===== src/hw/rtl/kce_pkg.sv =====
`default_nettype none
package kce_pkg;

   // Default sizing
   localparam int MAX_KEYS_DEF  = 256;
   localparam int FRAC_BITS_DEF = 16;

   // Fixed field widths
   localparam int DATA_W     = 32;
   localparam int KIDX_W     = 8;
   localparam int KCNT_W     = 9;
   localparam int CSR_IDX_W  = 1;
   localparam int CSR_DATA_W = 9;

   // Item kinds and result status codes
   localparam logic KIND_LOAD    = 1'b0;
   localparam logic KIND_EVAL    = 1'b1;
   localparam logic STATUS_OK    = 1'b0;
   localparam logic STATUS_EMPTY = 1'b1;

   typedef enum logic [CSR_IDX_W-1:0] {
      CSR_INTERP_MODE = 1'b0,
      CSR_KEY_COUNT   = 1'b1
   } csr_index_type;

   typedef struct packed {
      logic                     kind;
      logic [KIDX_W-1:0]        key_index;
      logic signed [DATA_W-1:0] key_time;
      logic signed [DATA_W-1:0] key_value;
      logic signed [DATA_W-1:0] key_in_slope;
      logic signed [DATA_W-1:0] key_out_slope;
      logic signed [DATA_W-1:0] eval_time;
   } req_type;

   typedef struct packed {
      logic signed [DATA_W-1:0] curve_value;
      logic                     status;
   } rsp_type;

   typedef enum logic [4:0] {
      S_IDLE, S_RD0, S_CHK0, S_RDN, S_CHKN, S_SRCH, S_SCMP, S_LDL, S_LDR,
      S_DIV, S_MLIN, S_LEND, S_MT2, S_MT3, S_MDL, S_MDR, S_MA, S_MB, S_MC,
      S_MD, S_MEND, S_FIN
   } state_type;

   typedef enum logic [3:0] {
      MUL_NONE, MUL_TT, MUL_T2T, MUL_OUTDT, MUL_INDT, MUL_AV, MUL_BD,
      MUL_CD, MUL_DV, MUL_LIN
   } mul_sel_type;

   typedef enum logic [1:0] {
      ACC_HOLD, ACC_LOAD, ACC_ADD, ACC_LIN
   } acc_op_type;

   typedef enum logic [1:0] {
      RES_EMPTY, RES_RDVAL, RES_ACC
   } res_sel_type;

   typedef struct packed {
      logic              key_wr;
      logic              time_take;
      logic              rd_en;
      logic [KCNT_W-1:0] rd_idx;
      logic              take_left;
      logic              take_right;
      logic              div_step;
      mul_sel_type       mul_sel;
      acc_op_type        acc_op;
      logic              rsp_load;
      res_sel_type       res_sel;
   } cmd_type;

   typedef struct packed {
      logic time_lt;
      logic time_gt;
   } sts_type;

endpackage
`default_nettype wire


===== src/hw/rtl/kce_ctrl.sv =====
`default_nettype none
module kce_ctrl #(
   parameter int MAX_KEYS  = kce_pkg::MAX_KEYS_DEF,
   parameter int FRAC_BITS = kce_pkg::FRAC_BITS_DEF
) (
   input  wire logic                              clock,
   input  wire logic                              reset,
   input  wire logic                              req_valid,
   output logic                                   req_ready,
   input  wire logic                              req_kind,
   input  wire logic                              csr_valid,
   output logic                                   csr_ready,
   input  wire kce_pkg::csr_index_type            csr_index,
   input  wire logic [kce_pkg::CSR_DATA_W-1:0]    csr_wdata,
   output logic                                   rsp_valid,
   input  wire logic                              rsp_ready,
   output kce_pkg::cmd_type                       cmd,
   input  wire kce_pkg::sts_type                  sts
);
   import kce_pkg::*;

   localparam int CNTW = $clog2(FRAC_BITS + 1);

   state_type         state_ff, state_in;
   logic [KCNT_W-1:0] l_ff, l_in, r_ff, r_in, m_ff, m_in;
   logic [CNTW-1:0]   cnt_ff, cnt_in;
   res_sel_type       res_sel_ff, res_sel_in;
   logic              rsp_valid_ff, rsp_valid_in;
   logic              mode_ff;
   logic [KCNT_W-1:0] count_ff;
   logic [KCNT_W-1:0] n_w;
   logic [KCNT_W:0]   lr_sum;
   logic [KCNT_W-1:0] mid_w;
   logic              more_w;

   // Keys in use, limited to the table depth
   assign n_w    = (32'(count_ff) > 32'(MAX_KEYS)) ? KCNT_W'(MAX_KEYS) : count_ff;
   assign lr_sum = {1'b0, l_ff} + {1'b0, r_ff};
   assign mid_w  = lr_sum[KCNT_W:1];
   assign more_w = ({1'b0, l_ff} + (KCNT_W+1)'(1)) < {1'b0, r_ff};

   assign csr_ready = 1'b1;
   assign rsp_valid = rsp_valid_ff;

   // Next state
   always_comb begin
      state_in   = state_ff;
      l_in       = l_ff;
      r_in       = r_ff;
      m_in       = m_ff;
      cnt_in     = cnt_ff;
      res_sel_in = res_sel_ff;
      case (state_ff)
         S_IDLE: begin
            if (req_valid && req_kind == KIND_EVAL) begin
               if (n_w == '0) begin
                  res_sel_in = RES_EMPTY;
                  state_in   = S_FIN;
               end else begin
                  state_in = S_RD0;
               end
            end
         end
         S_RD0: state_in = S_CHK0;
         S_CHK0: begin
            if (n_w == KCNT_W'(1) || !sts.time_lt) begin
               res_sel_in = RES_RDVAL;
               state_in   = S_FIN;
            end else begin
               state_in = S_RDN;
            end
         end
         S_RDN: state_in = S_CHKN;
         S_CHKN: begin
            if (!sts.time_gt) begin
               res_sel_in = RES_RDVAL;
               state_in   = S_FIN;
            end else begin
               l_in     = '0;
               r_in     = n_w - KCNT_W'(1);
               state_in = S_SRCH;
            end
         end
         S_SRCH: begin
            if (more_w) begin
               m_in     = mid_w;
               state_in = S_SCMP;
            end else begin
               state_in = S_LDL;
            end
         end
         S_SCMP: begin
            if (sts.time_lt) begin
               l_in = m_ff;
            end else begin
               r_in = m_ff;
            end
            state_in = S_SRCH;
         end
         S_LDL: state_in = S_LDR;
         S_LDR: begin
            cnt_in   = '0;
            state_in = S_DIV;
         end
         S_DIV: begin
            cnt_in = cnt_ff + CNTW'(1);
            if (cnt_ff == CNTW'(FRAC_BITS)) begin
               state_in = mode_ff ? S_MT2 : S_MLIN;
            end
         end
         S_MLIN: state_in = S_LEND;
         S_LEND: begin
            res_sel_in = RES_ACC;
            state_in   = S_FIN;
         end
         S_MT2:  state_in = S_MT3;
         S_MT3:  state_in = S_MDL;
         S_MDL:  state_in = S_MDR;
         S_MDR:  state_in = S_MA;
         S_MA:   state_in = S_MB;
         S_MB:   state_in = S_MC;
         S_MC:   state_in = S_MD;
         S_MD:   state_in = S_MEND;
         S_MEND: begin
            res_sel_in = RES_ACC;
            state_in   = S_FIN;
         end
         S_FIN: begin
            if (!rsp_valid_ff || rsp_ready) begin
               state_in = S_IDLE;
            end
         end
         default: state_in = S_IDLE;
      endcase
   end

   // Hold the result word until the receiver takes it
   assign rsp_valid_in = (rsp_valid_ff && !rsp_ready) || (state_ff == S_FIN);

   // Outputs
   always_comb begin
      req_ready      = (state_ff == S_IDLE);
      cmd            = '0;
      cmd.mul_sel    = MUL_NONE;
      cmd.acc_op     = ACC_HOLD;
      cmd.res_sel    = res_sel_ff;
      case (state_ff)
         S_IDLE: begin
            cmd.key_wr    = req_valid && req_kind == KIND_LOAD;
            cmd.time_take = req_valid && req_kind == KIND_EVAL;
         end
         S_RD0: begin
            cmd.rd_en  = 1'b1;
            cmd.rd_idx = '0;
         end
         S_RDN: begin
            cmd.rd_en  = 1'b1;
            cmd.rd_idx = n_w - KCNT_W'(1);
         end
         S_SRCH: begin
            cmd.rd_en  = 1'b1;
            cmd.rd_idx = more_w ? mid_w : l_ff;
         end
         S_LDL: begin
            cmd.take_left = 1'b1;
            cmd.rd_en     = 1'b1;
            cmd.rd_idx    = r_ff;
         end
         S_LDR:  cmd.take_right = 1'b1;
         S_DIV:  cmd.div_step = 1'b1;
         S_MLIN: cmd.mul_sel = MUL_LIN;
         S_LEND: cmd.acc_op = ACC_LIN;
         S_MT2:  cmd.mul_sel = MUL_TT;
         S_MT3:  cmd.mul_sel = MUL_T2T;
         S_MDL:  cmd.mul_sel = MUL_OUTDT;
         S_MDR:  cmd.mul_sel = MUL_INDT;
         S_MA:   cmd.mul_sel = MUL_AV;
         S_MB: begin
            cmd.mul_sel = MUL_BD;
            cmd.acc_op  = ACC_LOAD;
         end
         S_MC: begin
            cmd.mul_sel = MUL_CD;
            cmd.acc_op  = ACC_ADD;
         end
         S_MD: begin
            cmd.mul_sel = MUL_DV;
            cmd.acc_op  = ACC_ADD;
         end
         S_MEND: cmd.acc_op = ACC_ADD;
         S_FIN:  cmd.rsp_load = !rsp_valid_ff || rsp_ready;
         default: cmd.rsp_load = 1'b0;
      endcase
   end

   // Control registers
   always_ff @(posedge clock) begin
      if (reset) begin
         state_ff     <= S_IDLE;
         rsp_valid_ff <= 1'b0;
         mode_ff      <= 1'b0;
         count_ff     <= '0;
         res_sel_ff   <= RES_EMPTY;
      end else begin
         state_ff     <= state_in;
         rsp_valid_ff <= rsp_valid_in;
         res_sel_ff   <= res_sel_in;
         if (csr_valid) begin
            case (csr_index)
               CSR_INTERP_MODE: mode_ff <= csr_wdata[0];
               CSR_KEY_COUNT:   count_ff <= csr_wdata;
               default:         mode_ff <= mode_ff;
            endcase
         end
      end
   end

   // Search bounds and step counter
   always_ff @(posedge clock) begin
      l_ff   <= l_in;
      r_ff   <= r_in;
      m_ff   <= m_in;
      cnt_ff <= cnt_in;
   end

endmodule
`default_nettype wire


===== config.mk =====
export PLATFORM = sky130hd
export DESIGN_NAME = kce_ctrl
export DESIGN_NICKNAME = d
export VERILOG_FILES = /design/src/hw/rtl/kce_pkg.sv /design/src/hw/rtl/kce_ctrl.sv
export SDC_FILE = /design/constraint.sdc
export NUM_CORES = 1
export LEC_CHECK = 0
export ABC_AREA = 1
export BUFFER_PORTS_ARGS = -buffer_cell sky130_fd_sc_hd__buf_2
export CORE_ASPECT_RATIO = 1.75
export CORE_MARGIN = 10
export CORE_UTILIZATION = 59
export DETAILED_ROUTE_END_ITERATION = 6
export PLACE_DENSITY = 0.81
export SLEW_MARGIN = 20
export SYNTH_ARGS = -nofsm -noshare
export SYNTH_HDL_FRONTEND = slang
export SYNTH_SLANG_ARGS = --single-unit
export TNS_END_PERCENT = 1

===== constraint.sdc =====
create_clock -name clock -period 3.38 [get_ports clock]
set_clock_uncertainty 0.15 [all_clocks]
set_input_delay 0.676 -clock clock [delete_from_list [all_inputs] [get_ports clock]]
set_output_delay 0.676 -clock clock [all_outputs]
set_load 0.05 [all_outputs]

==> run metrics, run 1 <==
Final Wtd Congestion 0.967; Worst R2R End m_ff[7]; gr ovfl total 0; area occupied by multi-input gates 2010 sq um; cts hold-fix bufs 0; Hold Crit Class flop to flop; worst-path cell chain ha_4 -> nand2_4 -> nor2_4 -> xnor2_2 -> inv_1 -> ha_1 -> nand2_1 -> nor2_1 -> nor2_1 -> nand2_1 -> nand2_2 -> nand2_4 -> nor2_4 -> nand2_1 -> o211ai_1 -> buf_4; required time worst endpoint 2550 ps; synthesized-area fraction occupied by adder cells 7.83%; CP startpoint l_ff[0]; stages on the worst setup path 16; GR Util met2 40.6%; Tcrit/Tclk final 108%; final wirelength 10.1 mm; main combinational cell family by area after synthesis simple AND/OR/NAND/NOR gates; async set-reset flop share out of synthesis 0%; TritonRoute pass-1 iters 5; final worst setup slack -254 ps; die area 9770 sq um; HPWL Detailed 7.93 mm; Worst-Margin Slew 806 ps; pin count of the biggest net entering global routing 18; clk_lat worst skew 310 ps; number of setup violations in the final report 9; post-synth top area share 26.6%; Max Fclk 0.275 GHz; Slew Limit Fails 0; violated checks negative setup slack; Fin. Hold Viols 0; I/O Buffers 43; crit-path max cell delay 490 ps; PD cells 521 nW/um^2; Tmin final 3630 ps; Syn Inst Count 501; most frequent cells in the layout 122 x nand2_1, 78 x inv_1, 48 x nor2_1, 37 x nand3_1, 34 x buf_2; worst path bufs/invs 2; syn avg cell area 7.21 sq um; met1 Use GR 19.4%; initial antenna violation count 0; R2R Setup Slk 610 ps; Synth Warn # 0; initial core utilization 60.9%; Worst-path clk slew 100 ps; startpoint types flop; H-tree depth 2; gr usage total 20.9%; crit path kind flop to output port; CP arrival 2810 ps; depth of the worst register-to-register path 15; cell class contributing the biggest share of worst-path delay simple AND/OR/NAND/NOR gates; P_leak 2.17 nW; slowest CP cell edfxtp_1; post-synth net total 541; top cells by area, synth edfxtp_1 27%, nand2_1 13%, dfxtp_1 10%; Area Growth Syn to Fin 16.6%; FF+latch area 1320 sq um; Post-route DRC 0; Main synth FF type edfxtp_1; post-synthesis cell type count 40; crit-path max FO 6; grt peak-use layer met2; post-route setup TNS -1670 ps; vias per inst 5.56; CTS Buffer Depth 2; Top Ports 45; sequential fraction of the synthesis area 36.6%; DRT antenna net count 0; Die X 79.1 um; core outline area 5930 sq um; Finished Core Util 71.1%; post-synthesis compound-gate area fraction 10.8%; crit path to cmd[15]; initial DRC count 298; mux contribution to synthesized area 0%; filler instances 529; Clock Sinks 50; number of synthesized flops with an enable pin 32; Max Cap Viol 0; Die H 123 um; Cell Area, Synth 3610 sq um; CTS tree built; relative slew slack 46.1%; area leader, netlist edfxtp_1; outcome complete, but fails checks; Post-Synth XOR/XNOR Area 3.64%; vias in the first global route 3,612; first-pass GRT wire length 16.3 mm; # diodes 0; RSZ-0062 raised after global routing yes; layout net count 596; RR Startpoint l_ff[0]; Rows 37; DR WL/cell 15.9 um; met3 Use GR 3.92%; clock buffer count from CTS 5; #FFs+latches synth 50; simple-gate portion of the synthesized area 31.2%; peak supply drop 0.572 mV; commonest non-fill, non-tap cell in the layout nand2_1; most used cell, CP nand2_1; Crit. End Element output port; via count 3,530; layout cells sized above 1 17.6%; Root Buffer clkbuf_8
layer usage:
metal	up-vias	part of all wire [%]
met4	0	4.3
met3	32	4.8
met1	1605	36
li1	1733	-
met5	-	0
met2	160	55
flip-flops by register name, summed over array words and instances, names as in the netlist, 2 cells and up:
register	flops
l_ff	9
res_sel_ff	2
cnt_ff	5
m_ff	9
r_ff	9
count_ff	9
state_ff	5
worst register-to-register path, stage by stage, from the launching register on:
cell and delay [ps]:
edfxtp_1 490, ha_4 230, nand2_4 70, nor2_4 40, xnor2_2 150, inv_1 60, ha_1 280, nand2_1 90
nor2_1 50, nor2_1 130, nand2_1 100, nand2_2 90, nand2_4 100, nor2_4 190, buf_4 150, buf_4 120
timing repair:
item / 4_1_cts / 5_1_grt
gates cloned: 1 / 0
gates resized for setup: 25 / 7
pin swaps: 1 / 14
endpoints found under the setup margin: 9 / 9
buffers inserted: 2 / 1
kinds of logic after synthesis:
logic type / after synthesis
buf+inv: 93
simple gates: 251
other cells: 1
compound gates: 69
fa+ha+maj: 22
flops: 50
xor+xnor: 15
layout make-up:
cell class | count | area share [%]
multi-input cells | 359 | 47.8
flip-flops and latches | 50 | 31.4
repair buffers | 53 | 8.14
inverters | 87 | 7.82
well taps | 78 | 2.32
clock buffers | 5 | 1.63
clock inverters | 3 | 0.951
how the worst min path moves through the flow:
stage / slack, ps / startpoint / end / cells past startpoint
final: 320 / res_sel_ff[0] / res_sel_ff[0] / 2
after global routing: 350 / res_sel_ff[0] / res_sel_ff[0] / 2
after CTS: 320 / res_sel_ff[0] / res_sel_ff[0] / 2
after detailed placement: 310 / res_sel_ff[0] / res_sel_ff[0] / 2
after global placement: 300 / res_sel_ff[0] / res_sel_ff[0] / 2
after floorplan: 290 / count_ff[0] / count_ff[0] / 2
power breakdown:
part           total [mW]  switching (mW)  internal, mW
Combinational       0.974           0.668         0.305
Clock               0.423           0.205         0.218
Sequential          0.795          0.0659         0.729
cell usage after synthesis (3+ instances only):
master	number
nand3b_1	3
inv_1	78
o21bai_1	4
a21o_1	4
nand2_1	127
clkbuf_1	3
a21oi_1	24
o21ai_0	24
nor2_1	50
nor2_4	6
nand4_1	11
dfxtp_1	18
nand3_1	37
o21ai_1	4
nor2_2	4
edfxtp_1	32
inv_2	8
nor3_1	5
ha_1	21
xor2_1	13
stage by stage:
step	setup WS, ps	instance area (sq um)	hold WS [ps]	instances	power, mW
after CTS	-180	4170	323	634	2.16
after detailed placement	-59.1	3950	309	623	1.72
after global placement	103	3950	300	623	1.70
after floorplan	6.06	3620	295	501	1.49
final	-254	4210	322	635	2.19
after global routing	-350	4210	349	635	2.32
(Power assumes the default switching activity.)
==> run 2, diff against run 1 <==
--- a/config.mk
+++ b/config.mk
@@ -11,7 +11,7 @@
 export CORE_MARGIN = 10
 export CORE_UTILIZATION = 59
 export DETAILED_ROUTE_END_ITERATION = 6
-export PLACE_DENSITY = 0.81
+export PLACE_DENSITY_LB_ADDON = 0.3
 export SLEW_MARGIN = 20
 export SYNTH_ARGS = -nofsm -noshare
 export SYNTH_HDL_FRONTEND = slang
==> run metrics, run 2 (same netlist as run 1, synthesis figures left out) <==
outcome complete, but fails checks; violated checks negative setup slack; P_leak 2.20 nW (+1.4%); Fin. Hold Viols 0 (unchanged); Slew Limit Fails 0 (unchanged); RSZ-0062 raised after global routing yes; die area 9770 sq um (unchanged); Tcrit/Tclk final 105% (-2.8 points); layout cells sized above 1 20.0% (+2.4 points); peak supply drop 0.445 mV (-22%); Die X 79.1 um (unchanged); required time worst endpoint 2550 ps (about the same); worst hold slack 322 ps (+0.806 ps); initial core utilization 60.9% (unchanged); CTS tree built; Max Cap Viol 0 (unchanged); core outline area 5930 sq um (unchanged); post-route cell area 4280 sq um (+1.6%); TritonRoute pass-1 iters 5 (unchanged); pin count of the biggest net entering global routing 16 (-2); Worst-path clk slew 90 ps (about the same); Final Wtd Congestion 0.990 (+2.3%); DR WL/cell 15.7 um (-1.8%); number of setup violations in the final report 9 (unchanged); vias per inst 5.44 (-2.1%); dpl cells 626 (+0.48%); HPWL Detailed 8.02 mm (+1.1%); DRT antenna net count 0 (unchanged); Crit. End Element output port; Clock Sinks 50 (unchanged); depth of the worst register-to-register path 15 (unchanged); hold depth 2 (unchanged); area occupied by multi-input gates 2010 sq um (unchanged); gr ovfl total 0 (unchanged); Max Fclk 0.282 GHz (+2.6%); I/O Buffers 43 (unchanged); clock buffer count from CTS 5 (unchanged); Rows 37 (unchanged); final worst setup slack -160 ps (+93.6 ps); relative slew slack 64.9% (+19 points); via count 3,521 (-0.25%); layout net count 608 (+2.0%); gr usage total 21.0% (+0.15 points); crit path kind flop to output port; startpoint types flop; PD cells 499 nW/um^2 (-4.1%); commonest non-fill, non-tap cell in the layout nand2_1; Hold Crit Class flop to flop; Post-route DRC 0 (unchanged); initial antenna violation count 0 (unchanged); clk_lat worst skew 320 ps (about the same); most frequent cells in the layout 121 x nand2_1, 78 x inv_1, 45 x nor2_1, 36 x nand3_1, 34 x buf_2; dpl cell area 3980 sq um (+0.57%); # diodes 0 (unchanged); Root Buffer clkbuf_8; first-pass GRT wire length 16.2 mm (-0.63%); crit-path max FO 6 (unchanged); vias in the first global route 3,621 (+0.25%); initial DRC count 256 (-14%); final wirelength 10.1 mm (about the same); Place WS 18.4 ps (+77.6 ps); Tmin final 3540 ps (-93.6 ps); post-route setup TNS -1030 ps (+640 ps); H-tree depth 2 (unchanged); filler instances 532 (+0.57%); FF+latch area 1320 sq um (unchanged); Final Non-Filler Cells 647 (+1.9%); Worst-Margin Slew 521 ps (-285 ps); Die H 123 um (unchanged); CTS Buffer Depth 2 (unchanged); Top Ports 45 (unchanged); Area Growth Syn to Fin 18.5%; CP arrival 2710 ps (-100 ps)
## run 2: path summary, 6_finish.rpt
check / from / endpoint / slack, ps
setup / recovery: l_ff[1] / cmd[12] / -160
hold / removal: res_sel_ff[1] / res_sel_ff[1] / 320
setup reg to reg: l_ff[1] / m_ff[1] / 710
hold reg to reg: res_sel_ff[1] / res_sel_ff[1] / 320
## run 2: metal layers
layer | track usage (%) | share of wire (%) | vias up
met5 | 0 | 0 | -
met4 | 14.9 | 6.0 | 0
met3 | 3.34 | 3.3 | 42
met2 | 40.4 | 55 | 102
met1 | 19.3 | 36 | 1619
li1 | - | - | 1758
## run 2: stage by stage
stage	total power, mW	util, %
2_1_floorplan	1.49	-
3_3_place_gp	1.72	67.1
3_5_place_dp	1.73	67.1
4_1_cts	2.12	71.8
5_1_grt	2.25	72.2
6_report	2.14	72.2
## run 2: power by group
| group | total [mW] | switching (mW) | internal (mW) |
|---|---|---|---|
| sequential | 0.794 | 0.0648 | 0.729 |
| combinational | 0.997 | 0.676 | 0.321 |
| clock | 0.345 | 0.203 | 0.142 |
## run 2: final cells by class
cell class / instances / share of cell area [%]
Multi-Input combinational cell: 359 / 47.0
Inverter: 87 / 7.69
Clock buffer: 5 / 1.61
Clock inverter: 3 / 0.380
Tap cell: 78 / 2.28
Timing Repair Buffer: 65 / 10.1
Sequential cell: 50 / 30.9
## run 2: timing repair
action	4_1_cts	5_1_grt
endpoints found under the hold margin	0	0
pin swaps	18	11
gates cloned	1	0
setup endpoints to repair	9	9
gates resized for setup	29	5
buffers inserted	12	0
hold buffers	0	0
## run 2: critical path, stage by stage (launching register included)
cell	delay, ps
edfxtp_1	450
ha_2	230
nand2_2	80
nor2_2	40
xnor2_1	140
inv_1	60
ha_1	280
nand2_2	70
nor2_2	110
o21ai_0	80
nand2_1	100
nand2_2	70
nand2_4	120
nand2_4	90
inv_4	90
nand2_1	70
nand4_1	120
buf_6	180
==> run 3, diff against run 2 <==
--- a/config.mk
+++ b/config.mk
@@ -6,12 +6,13 @@
 export NUM_CORES = 1
 export LEC_CHECK = 0
 export ABC_AREA = 1
-export BUFFER_PORTS_ARGS = -buffer_cell sky130_fd_sc_hd__buf_2
 export CORE_ASPECT_RATIO = 1.75
 export CORE_MARGIN = 10
-export CORE_UTILIZATION = 59
+export CORE_UTILIZATION = 64
 export DETAILED_ROUTE_END_ITERATION = 6
+export DONT_BUFFER_PORTS = 1
 export PLACE_DENSITY_LB_ADDON = 0.3
+export RECOVER_POWER = 50
 export SLEW_MARGIN = 20
 export SYNTH_ARGS = -nofsm -noshare
 export SYNTH_HDL_FRONTEND = slang
==> run metrics, run 3 (same netlist as run 1, synthesis figures left out) <==
Worst-Margin Slew 1120 ps (+602 ps); crit-path max cell delay 390 ps (-60 ps); FF+latch area 1320 sq um (unchanged); post-route cell area 4130 sq um (-3.5%); commonest non-fill, non-tap cell in the layout nand2_1; startpoint types flop; CTS Buffer Depth 2 (unchanged); slowest CP cell edfxtp_1; Tmin final 3600 ps (+63.2 ps); DRT antenna net count 0 (unchanged); RSZ-0062 raised after global routing yes; dpl cells 591 (-5.6%); Slew Limit Fails 0 (unchanged); Clock Sinks 50 (unchanged); TritonRoute pass-1 iters 5 (unchanged); CTS tree built; Max Cap Viol 0 (unchanged); peak supply drop 0.458 mV (+2.8%); Root Buffer clkbuf_8; Rows 36 (-2.7%); gr ovfl total 0 (unchanged); relative slew slack 24.9% (-40 points); pin count of the biggest net entering global routing 17 (+1); via count 3,474 (-1.3%); crit-path max FO 6 (unchanged); HPWL Detailed 7.80 mm (-2.8%); Worst-path clk slew 90 ps (about the same); Hold Crit Class input pin to flop; Post-route DRC 0 (unchanged); core outline area 5540 sq um (-6.5%); layout cells sized above 1 13.0% (-7.0 points); Top Ports 45 (unchanged); number of setup violations in the final report 9 (unchanged); # diodes 0 (unchanged); most used cell, CP nand2_2; P_leak 2.06 nW (-6.6%); Die H 119 um (-3.3%); DR WL/cell 16.4 um (+4.6%); outcome complete, but fails checks; I/O Buffers 0 (-100%); most frequent cells in the layout 118 x nand2_1, 81 x inv_1, 53 x nor2_1, 34 x nand3_1, 32 x edfxtp_1; initial core utilization 65.2% (+4.2 points); Max Fclk 0.278 GHz (-1.8%); area occupied by multi-input gates 1980 sq um (-1.7%); die area 9160 sq um (-6.2%); Final Non-Filler Cells 607 (-6.2%); cell class contributing the biggest share of worst-path delay simple AND/OR/NAND/NOR gates; filler instances 415 (-22%); Crit. End Element output port; Final Wtd Congestion 0.964 (-2.6%); initial antenna violation count 0 (unchanged); first-pass GRT wire length 16.3 mm (+0.51%); dpl cell area 3920 sq um (-1.4%); final worst setup slack -223 ps (-63.2 ps); vias in the first global route 3,591 (-0.83%); CP arrival 2780 ps (+70 ps); worst path bufs/invs 3 (unchanged); violated checks negative setup slack; crit path kind flop to output port; clk_lat worst skew 320 ps (about the same); final wirelength 9.94 mm (-1.9%); vias per inst 5.72 (+5.2%); PD cells 515 nW/um^2 (+3.1%); Die X 76.8 um (-3.0%); clock buffer count from CTS 5 (unchanged); initial DRC count 257 (+0.39%); required time worst endpoint 2550 ps (about the same); layout net count 570 (-6.3%); Tcrit/Tclk final 107% (+1.9 points); H-tree depth 2 (unchanged); cts hold-fix bufs 0 (unchanged); gr usage total 21.7% (+0.64 points); worst-path cell chain ha_2 -> nand2_2 -> nor2_4 -> nand4_1 -> xor2_1 -> inv_1 -> ha_4 -> nand2_2 -> nor2_1 -> nand2_1 -> nand2_4 -> nand2_2 -> inv_4 -> nand2_1 -> nand4_1 -> buf_12; Fin. Hold Viols 0 (unchanged); Area Growth Syn to Fin 14.3%
## run 3: cell count changes in the layout (fill, tap and decap cells not counted), moves of 6 or more
| cell | change |
|---|---|
| buf_2 | -34 |
| buf_6 | -8 |
| nor2_1 | +8 |
| buf_12 | +7 |
| buf_4 | -6 |
| nor2_2 | -6 |
## run 3: stage by stage
stage	total power [mW]	hold slack, ps	setup WS, ps	TNS [ps]	utilization, %
finish	2.12	264	-223	-1600	74.5
global route	2.24	256	-341	-2670	74.5
CTS	2.11	263	-135	-877	74.5
detailed placement	1.72	320	46.9	0	70.8
global placement	1.70	308	143	0	70.8
floorplan	1.49	295	6.06	0	-
## run 3: repair_timing
action                                 CTS  global route
resized for setup                       17             6
endpoints found under the hold margin    0             0
setup buffers                            5             3
pin swaps                                9             1
setup endpoints to repair                9             9
## run 3: layout make-up
| cell class | instances | area share, % |
|---|---|---|
| tap | 76 | 2.31 |
| inverter | 87 | 7.98 |
| sequential | 50 | 32.0 |
| clock inverter | 2 | 0.273 |
| timing repair buffer | 28 | 7.49 |
| clock buffer | 6 | 2.00 |
| multi-input combinational | 358 | 47.9 |
## run 3: final timing paths
path | from | end | slack [ps] | cells after the start
worst max-delay path | l_ff[1] | cmd[20] | -220 | 16
worst min-delay path | reset | state_ff[2] | 260 | 1
worst max register to register | state_ff[3] | state_ff[4] | 590 | 8
worst min register to register | count_ff[1] | count_ff[1] | 340 | 2
## run 3: routing by layer
metal	routed length, um	up-vias	share of wire, %	GRT usage, %
met5	0	-	0	0
met4	751	0	7.6	18.2
met3	548	60	5.5	4.89
met2	5250	153	53	40.6
met1	3390	1583	34	18.7
li1	-	1678	-	-
## run 3: report_power, final
group	switching, mW	internal [mW]
logic	0.650	0.298
registers	0.0685	0.729
clock network	0.213	0.166
